`src/design/btb_two_level_branch_predictor_assert.svh`:
```
// Assertion macros for the branch predictor
`ifndef BTB_TWO_LEVEL_BRANCH_PREDICTOR_ASSERT_SVH
`define BTB_TWO_LEVEL_BRANCH_PREDICTOR_ASSERT_SVH

// same-cycle implication, off while in reset
`define BTB_ASSERT_NOW(label, clk, rstn, ante, cons) \
    label: assert property (@(posedge clk) disable iff (!(rstn)) (ante) |-> (cons)) \
        else $error("assertion failed");

// next-cycle implication, off while in reset
`define BTB_ASSERT_NEXT(label, clk, rstn, ante, cons) \
    label: assert property (@(posedge clk) disable iff (!(rstn)) (ante) |=> (cons)) \
        else $error("assertion failed");

`endif

```
`src/design/btb_pkg.sv`:
```
// Shared types and constants for the branch predictor
package btb_pkg;

    localparam logic [2:0] REG_INDEX_BITS   = 3'd0;
    localparam logic [2:0] REG_HISTORY_BITS = 3'd1;
    localparam logic [2:0] REG_TAG_BITS     = 3'd2;
    localparam logic [2:0] REG_COUNTER_INIT = 3'd3;
    localparam logic [2:0] REG_GLOBAL_HIST  = 3'd4;
    localparam logic [2:0] REG_GLOBAL_TABLE = 3'd5;
    localparam logic [2:0] REG_SHARE_MODE   = 3'd6;

    localparam logic       OP_PREDICT = 1'b0;
    localparam logic       OP_UPDATE  = 1'b1;

    localparam logic [1:0] SHARE_HIST = 2'd0;
    localparam logic [1:0] SHARE_LSB  = 2'd1;
    localparam logic [1:0] SHARE_MID  = 2'd2;

    localparam logic [1:0] CNT_RESET   = 2'd1;
    localparam logic [1:0] CNT_MAX     = 2'd3;
    localparam logic [1:0] CNT_TAKEN   = 2'd2;
    localparam logic [31:0] PC_STEP    = 32'd4;
    localparam int          MID_LSB    = 16;
    localparam int          LSB_LSB    = 2;

    typedef enum logic [2:0] {
        ST_CLEAR,
        ST_IDLE,
        ST_ENTRY,
        ST_LOOK,
        ST_ROWCLR,
        ST_CWAIT,
        ST_CDATA
    } btb_state_t;

    typedef struct packed {
        logic load_in;
        logic init_sweep;
        logic look;
        logic row_sweep;
        logic commit;
    } btb_cmd_t;

    typedef struct packed {
        logic is_update;
        logic miss;
        logic tbl_global;
        logic init_last;
        logic row_last;
        logic out_free;
    } btb_status_t;

endpackage

```
`src/design/btb_ctrl.sv`:
```
// Sequencer for the branch predictor: clear, lookup, row reset, commit
module btb_ctrl (
    input  logic                 aclk,
    input  logic                 aresetn,
    input  logic                 s_tvalid,
    output logic                 s_tready,
    input  btb_pkg::btb_status_t status,
    output btb_pkg::btb_cmd_t    cmd
);
    import btb_pkg::*;

    btb_state_t state_reg, state_next;

    always_ff @(posedge aclk) begin
        if (!aresetn) begin
            state_reg <= ST_CLEAR;
        end else begin
            state_reg <= state_next;
        end
    end

    always_comb begin
        state_next = state_reg;
        cmd        = '0;
        s_tready   = 1'b0;
        unique case (state_reg)
            ST_CLEAR: begin
                cmd.init_sweep = 1'b1;
                if (status.init_last) begin
                    state_next = ST_IDLE;
                end
            end
            ST_IDLE: begin
                s_tready    = 1'b1;
                cmd.load_in = s_tvalid;
                if (s_tvalid) begin
                    state_next = ST_ENTRY;
                end
            end
            ST_ENTRY: begin
                state_next = ST_LOOK;
            end
            ST_LOOK: begin
                cmd.look = 1'b1;
                if (status.is_update && status.miss && !status.tbl_global) begin
                    state_next = ST_ROWCLR;
                end else begin
                    state_next = ST_CWAIT;
                end
            end
            ST_ROWCLR: begin
                cmd.row_sweep = 1'b1;
                if (status.row_last) begin
                    state_next = ST_CWAIT;
                end
            end
            ST_CWAIT: begin
                state_next = ST_CDATA;
            end
            ST_CDATA: begin
                // hold until the output register can take the result
                if (status.out_free) begin
                    cmd.commit = 1'b1;
                    state_next = ST_IDLE;
                end
            end
            default: begin
                state_next = ST_CLEAR;
            end
        endcase
    end
endmodule

```
`config.mk`:
```
export PLATFORM = sky130hd
export DESIGN_NAME = btb_ctrl
export DESIGN_NICKNAME = d
export VERILOG_FILES = /design/src/design/btb_two_level_branch_predictor_assert.svh /design/src/design/btb_pkg.sv /design/src/design/btb_ctrl.sv
export SDC_FILE = /design/constraint.sdc
export NUM_CORES = 1
export LEC_CHECK = 0
export BUFFER_PORTS_ARGS = -buffer_cell sky130_fd_sc_hd__clkbuf_2
export CELL_PAD_IN_SITES_DETAIL_PLACEMENT = 0
export CELL_PAD_IN_SITES_GLOBAL_PLACEMENT = 1
export CORE_AREA = 2 2 39 41
export DETAILED_ROUTE_END_ITERATION = 12
export DIE_AREA = 0 0 41 43
export GPL_TIMING_DRIVEN = 1
export PLACE_DENSITY = 0.63
export SYNTH_ARGS = -nofsm -noshare
export SYNTH_HDL_FRONTEND = slang
export SYNTH_SLANG_ARGS = --single-unit
```
`constraint.sdc`:
```
create_clock -name aclk -period 1.3 [get_ports aclk]
set_input_delay 0.195 -clock aclk [delete_from_list [all_inputs] [get_ports aclk]]
set_output_delay 0.195 -clock aclk [all_outputs]
set_load 0.03 [all_outputs]
```
## Yosys cells after proc, flatten, opt, wreduce, memory -nomap -nowiden

Cells that the tools add are included.

| cells by class | value |
|---|---|
| eq/ne operators | 10 |
| multiplexer cells | 13 |
| reduce and logical (&&, ||, !) cells | 5 |

Operators by type and width:

| kind | count |
|---|---|
| $pmux 3 s7 | 1 |
| $mux 3 | 4 |
| $eq 3x3->1 const B | 3 |
| $mux 1 | 8 |
| $ne 2x2->1 const B | 4 |
| $eq 3x2->1 const B | 2 |
| $reduce_and 4->1 | 1 |
| $eq 3x1->1 const B | 1 |
| $logic_not 3->1 | 1 |
| $logic_and 1x1->1 | 2 |
| $logic_not 1->1 | 1 |

| word-level totals | value |
|---|---|
| register bits | 3 |
| input port bits | 9 |
| output and inout port bits | 6 |
| word-level logic and storage cells | 29 |

## Longest topological paths before layout

Gate-level depths: netlist of the first run.

| depth | value |
|---|---|
| depth in word-level cells | 4 |
| mapped depth | 4 |
| depth with buffers taken out | 3 |

## Least setup slack after synthesis of the first run

No wires, ideal clock.

| path | value |
|---|---|
| kind | reg2out |
| start point | register state_reg[0] |
| end point | output port cmd[4] in the netlist's numbering |
| data arrival time | 1.306 ns |
| required time | 1.105 ns |
| slack | -0.201 ns |
| stages on the path, launching flop included | 4 |
| path buffers | 1 |
| path through | dfxtp_1 -> buf_4 -> nor3b_2 -> and2_1 |

RTL lines:

| item | RTL line | text |
|---|---|---|
| start, declared | btb_ctrl.sv:12 | `btb_state_t state_reg, state_next;` |
| start signal, assigned | btb_ctrl.sv:18 | `state_reg <= state_next;` |
| end, declared | btb_ctrl.sv:8 | `output btb_pkg::btb_cmd_t cmd` |

==> summary.txt, run 1 <==
Timing
  – Final Setup Violations: 0
  – Tcrit/Tclk final: roughly 100%
  – Hold slack: roughly 200 ps
  – Slew Viols, Final: 0
  – RSZ-0062 raised after global routing: yes
  – Fmax: between 700 and 800 MHz
  – Final Skew: 3.611 ps
  – Final min period: 1289 ps
  – Setup ws final: approximately 11 ps
  – Fin. Hold Viols: 0
  – Slew @ Worst Pin: approximately 260 ps
  – Max transition margin: just over 80%

Route
  – Drt drc: 0
  – Via count: 296
  – Final WL: around 740 um
  – DR pass1 iterations: 4
  – Detail Route Antenna Nets: 0
  – DR vias/cell: between 4 and 5
  – Initial drt markers: 4
  – Wire per inst: 11.03 um

Setup path
  – R2r setup slk: around 200 ps
  – CP Max Fanout: 7
  – Worst EP required: roughly 1100 ps
  – Setup crit start kind: register
  – CP arrival: around 1100 ps
  – Reg2Reg Depth: 4
  – Crit Path Category: register to output pin
  – R2r startpoint: state_reg[2]
  – Crit. End Element: output pin
  – Worst r2r dst: state_reg[0]

CTS
  – Worst-Skew Late Latency: roughly 230 ps
  – Clock transition at the registers of the reported paths: 40 ps
  – Sink Count: 3
  – Longest Clk Path Bufs: 2
  – Number of hold buffers added after cts: 0
  – CTS tree: done
  – CTS buffer count: 3
  – H-tree Lvls: 1
  – Root Driver: clkbuf_4

Power
  – Worst vdd ir: 0.0002608 V
  – Psw: approximately 0.00016 W
  – Sw Share: 33.63%
  – Flop pwr share: between 20% and 30%
  – Clock power share: between 30 and 40%
  – Internal Power: 0.0003101 W
  – Pwr Density: ~950 nW/um^2
  – Pleak: 0.2098 nW
  – Comb power frac: about two fifths
  – Total Power: about 0.00047 W

Global route
  – Largest net degree at the start of global routing: 9
  – Gr busiest metal: met2
  – Number of global-route vias before repair: roughly 270
  – Met3 track demand over resource: under 10%
  – Global Route Usage Sum: ~8.3%
  – Met2 Usage GRT: around 14%
  – M1 GR Usage: 7.348%
  – Initial antenna violation count: 0
  – First-pass GRT wire length: 966 um
  – Grt total ovfl: 0

Die
  – Die Area: approximately 1800 um^2
  – Boundary Pins: 15
  – Site Rows: 14
  – Initial core utilization: about a fifth
  – Die Y: about 43 um
  – Die X: between 40 and 50 um
  – CORE AREA: approximately 1400 um^2

Outcome
  – Status: finished clean

Worst hold path
  – Hold path cells: 2
  – WHS Endpoint: state_reg[2]
  – Hold_sp: aresetn
  – Hold crit path type: input pin to register

Finish
  – Final Non-Filler Cells: 67
  – NumNets Final: around 60
  – Final Cell Area: slightly below 500 um^2
  – Layout cells sized above 1: 68.63%
  – Max reg flops: 3
  – Ant diodes: 0
  – Layout area overhead: 77.38%

Placement
  – Post-DP Area: just under 400 um^2
  – Port bufs: 14
  – Routability congestion estimate from global placement: ~0.71
  – HPWL after detailed placement: about 500 um
  – Place WS: ~90 ps
  – Post-Place Cells: between 60 and 70

Synthesis
  – Ys async rst share: 0%
  – Post-synth EDFFs: 0
  – Synth Register Bits: 3
  – Register area share after synthesis: roughly 22%
  – Ys Warns: 0
  – Library cells used by synthesis: 22
  – Cells after synthesis: 30
  – Most used DFF post-synth: dfxtp_1
  – Syn nets: 39
  – Post-Syn Area per Cell: 9.217 um^2
  – Syn Std Cell Area: between 200 and 300 um^2

Job
  – Max-cap violations: 0
cell families (layout without fill, tap and decap cells):
group / count (synthesis) / count (layout) / share of synthesized area, %
AO/OA/AOI/OAI: 9 / 9 / 33.48
buffers and inverters: 5 / 26 / 13.57
flip-flops: 3 / 3 / 21.72
AND/OR/NAND/NOR: 13 / 13 / 31.22
critical path, cell delays in order (launching register included):
cell,delay (ps)
dfxtp_4,370
buf_4,160
nor3_4,150
clkbuf_8,170
worst max path at each step:
stage,start,to,slack [ps],cells after the start
3_5_place_dp,state_reg[2],cmd[1],90,3
6_report,state_reg[2],cmd[3],10,3
5_1_grt,state_reg[1],cmd[4],-40,3
4_1_cts,state_reg[1],cmd[1],2,3
2_1_floorplan,state_reg[0],cmd[4],-90,3
3_3_place_gp,state_reg[2],cmd[1],90,3
synth_stat cells (2+ instances only):
library cell  instances  area share (%)
nor2_1                2             2.7
nand3b_1              2             5.4
nor3_1                2             3.6
o21ai_1               2             3.6
dfxtp_1               3              22
o21a_1                2             5.4
buf_6                 2             8.1
area by class of cell:
type	instances	area [um^2]
Fill cell	152	893.4
Multi-Input combinational cell	22	210.2
Timing Repair Buffer	20	152.6
Sequential cell	3	71.32
Clock buffer	4	26.28
Tap cell	16	20.02
Inverter	2	10.01
routing by layer:
layer	routed length [um]	part of all wire (%)	up-vias
met5	0	0	-
li1	-	-	149
met1	290	39	129
met4	8	1.1	0
met3	42	5.7	2
met2	397	54	16
metrics by stage:
stage / setup TNS [ps] / util (%)
after CTS: 0 / 33.09
after floorplan: -142.9 / -
final: 0 / 35.44
after detailed placement: 0 / 27.85
after global placement: 0 / 27.85
after global routing: -82.52 / 35.44
power groups by stage:
stage / clock network, W / registers [W] / logic (W)
after detailed placement: 0 / 0.000119 / 0.000140
after global routing: 0.000180 / 0.000119 / 0.000196
after global placement: 0 / 0.000119 / 0.000139
final: 0.000168 / 0.000118 / 0.000181
after CTS: 0.000168 / 0.000118 / 0.000159
after floorplan: 0 / 0.000105 / 0.000113
cells in the final DEF, fill, tap and decap left out, drive strengths merged, types with 2 or more instances in the layout:
| cell | count |
|---|---|
| nand3b | 2 |
| dfxtp | 3 |
| clkbuf | 16 |
| buf | 8 |
| nor2 | 2 |
| inv | 2 |
| o21ai | 2 |
| o21a | 2 |
| nor3 | 3 |
timing repair:
| item | CTS | global route |
|---|---|---|
| pin swaps | 1 | 3 |
| setup buffers | 0 | 1 |
| gates resized for setup | 14 | 9 |
| setup endpoints to repair | 6 | 4 |
No activity file was read; power rests on OpenSTA's default activity.
==> inputs of run 2 (changes only) <==
--- a/config.mk
+++ b/config.mk
@@ -12,7 +12,8 @@
 export DETAILED_ROUTE_END_ITERATION = 12
 export DIE_AREA = 0 0 41 43
 export GPL_TIMING_DRIVEN = 1
-export PLACE_DENSITY = 0.63
+export PLACE_DENSITY_LB_ADDON = 0.1
+export SLEW_MARGIN = 20
 export SYNTH_ARGS = -nofsm -noshare
 export SYNTH_HDL_FRONTEND = slang
 export SYNTH_SLANG_ARGS = --single-unit
==> run 2 against run 1 <==
Against the previous run: worst setup slack improved by 9.3 ps; clock power decreased by 5%; final area increased by 1.0%; global-route usage up 0.61 points; clock-buffer cell count is the same; cell count rose by 4.5%; largest cell class unchanged; highest routed layer is now met3.
==> summary.txt, run 2 (synthesis results as in run 1) <==
CTS
  – CTS tree: done
  – Root Driver: clkbuf_4
  – Clock transition at the registers of the reported paths: ~40 ps
  – Number of hold buffers added after cts: 0
  – CTS buffer count: 3
  – Worst-Skew Late Latency: about 230 ps
  – Longest Clk Path Bufs: 2
  – H-tree Lvls: 1
  – Sink Count: 3

Setup path
  – CP arrival: between 1000 and 1500 ps
  – Crit. End Element: output pin
  – Setup crit start kind: register
  – CP cell instances: nor3b_4 -> and2_1 -> clkbuf_8
  – Crit Path Category: register to output pin
  – Worst EP required: 1110 ps
  – Slowest stage delay, CP: 360 ps
  – CP Max Fanout: 7
  – Slowest-stage cell, CP: dfxtp_4

Route
  – Initial drt markers: 0
  – Drt drc: 0
  – Via count: 293
  – DR pass1 iterations: 1
  – DR vias/cell: 4.186
  – Detail Route Antenna Nets: 0
  – Wire per inst: between 10 and 15 um
  – Final WL: about 700 um

Timing
  – Slew Viols, Final: 0
  – Max transition margin: 82.25%
  – Final min period: 1279 ps
  – Slew @ Worst Pin: 266.2 ps
  – RSZ-0062 raised after global routing: yes
  – Final TNS setup: 0 ps
  – Final Skew: about 1.6 ps
  – Fin. Hold Viols: 0
  – Final Setup Violations: 0
  – Fmax: approximately 780 MHz
  – Tcrit/Tclk final: 98.40%

Finish
  – Ant diodes: 0
  – Most frequent cells in the layout: buf_4 (11), clkbuf_2 (9), clkbuf_4 (3), clkbuf_8 (3), dfxtp_4 (3)
  – Layout area overhead: 79.19%
  – Footprint of the multi-input gates: about 200 um^2
  – Commonest non-fill, non-tap cell in the layout: buf_4
  – Sequential cell area: 71.32 um^2
  – Fillers: 160
  – NumNets Final: between 60 and 70
  – Max reg flops: 3
  – Layout cells sized above 1: roughly two thirds
  – Final Non-Filler Cells: 70

Outcome
  – Status: finished clean

Power
  – Pleak: between 0.2 and 0.25 nW
  – Pwr Density: around 900 nW/um^2
  – Total Power: ~0.00045 W
  – Worst vdd ir: 0.0003080 V

Placement
  – Post-Place Cells: between 60 and 70
  – Routability congestion estimate from global placement: 0.6937
  – HPWL after detailed placement: between 500 and 600 um
  – Port bufs: 14

Global route
  – Grt total ovfl: 0
  – First-pass GRT wire length: about 1100 um
  – Largest net degree at the start of global routing: 9
  – Number of global-route vias before repair: 280
  – Global Route Usage Sum: between 8 and 9%
  – Initial antenna violation count: 0

Die
  – Die Y: roughly 43 um
  – Die X: roughly 41 um
  – Initial core utilization: between 10% and 20%
  – Site Rows: 14
  – Boundary Pins: 15
  – Die Area: between 1500 and 2000 um^2
  – CORE AREA: about 1400 um^2

Worst hold path
  – Hold crit path type: input pin to register

Job
  – Max-cap violations: 0
## run 2: changes by cell type in the layout (fill, tap and decap cells not counted), sizes merged
cell / previous run / this run
buf: 8 / 11
## run 2: final timing paths
path / startpoint / endpoint / slack [ps] / depth (start not counted)
max: state_reg[2] / cmd[4] / 20 / 3
max reg2reg: state_reg[2] / state_reg[0] / 230 / 4
min reg2reg: state_reg[1] / state_reg[1] / 530 / 2
min: aresetn / state_reg[2] / 210 / 2
## run 2: metrics by stage
step | hold WS [ps] | util, % | worst slack, ps | instance area (um^2)
6_report | 208.7 | 35.80 | 20.76 | 495.5
2_1_floorplan | 312.5 | - | -89.39 | 287.8
4_1_cts | 201.5 | 32.46 | 0.09215 | 449.2
3_3_place_gp | 449.8 | 27.85 | 73.92 | 385.4
5_1_grt | 207.9 | 35.80 | -37.00 | 495.5
3_5_place_dp | 447.6 | 27.85 | 54.32 | 385.4
## run 2: per-layer routing
metal	track usage [%]	part of all wire, %	routed length [um]
met2	11.88	51	360
met1	12.50	43	304
met5	0	0	0
met3	3.141	5.1	36
met4	4.000	0	0
## run 2: layout make-up
cell class	instances	area share [%]
inverter	2	1.515
multi-input combinational	22	40.66
clock buffer	4	5.303
sequential	3	14.39
timing repair buffer	23	34.09
tap	16	4.040
## run 2: what timing repair did
item | in CTS | in global routing
pin swaps | 3 | 2
buffers inserted | 0 | 4
endpoints found under the setup margin | 6 | 5
resized for setup | 12 | 8
## run 2: power breakdown
| group | switching (W) | total [W] | internal [W] |
|---|---|---|---|
| Sequential | 0.0000139 | 0.000114 | 0.0000997 |
| Clock | 0.0000448 | 0.000160 | 0.000115 |
| Combinational | 0.0000837 | 0.000174 | 0.0000899 |
## run 2: worst max-delay path: cells and delay by family (launching register included)
family	cells	cell delay [ps]
DFF	1	360
and+or+nand+nor	2	340
buffers and inverters	1	150
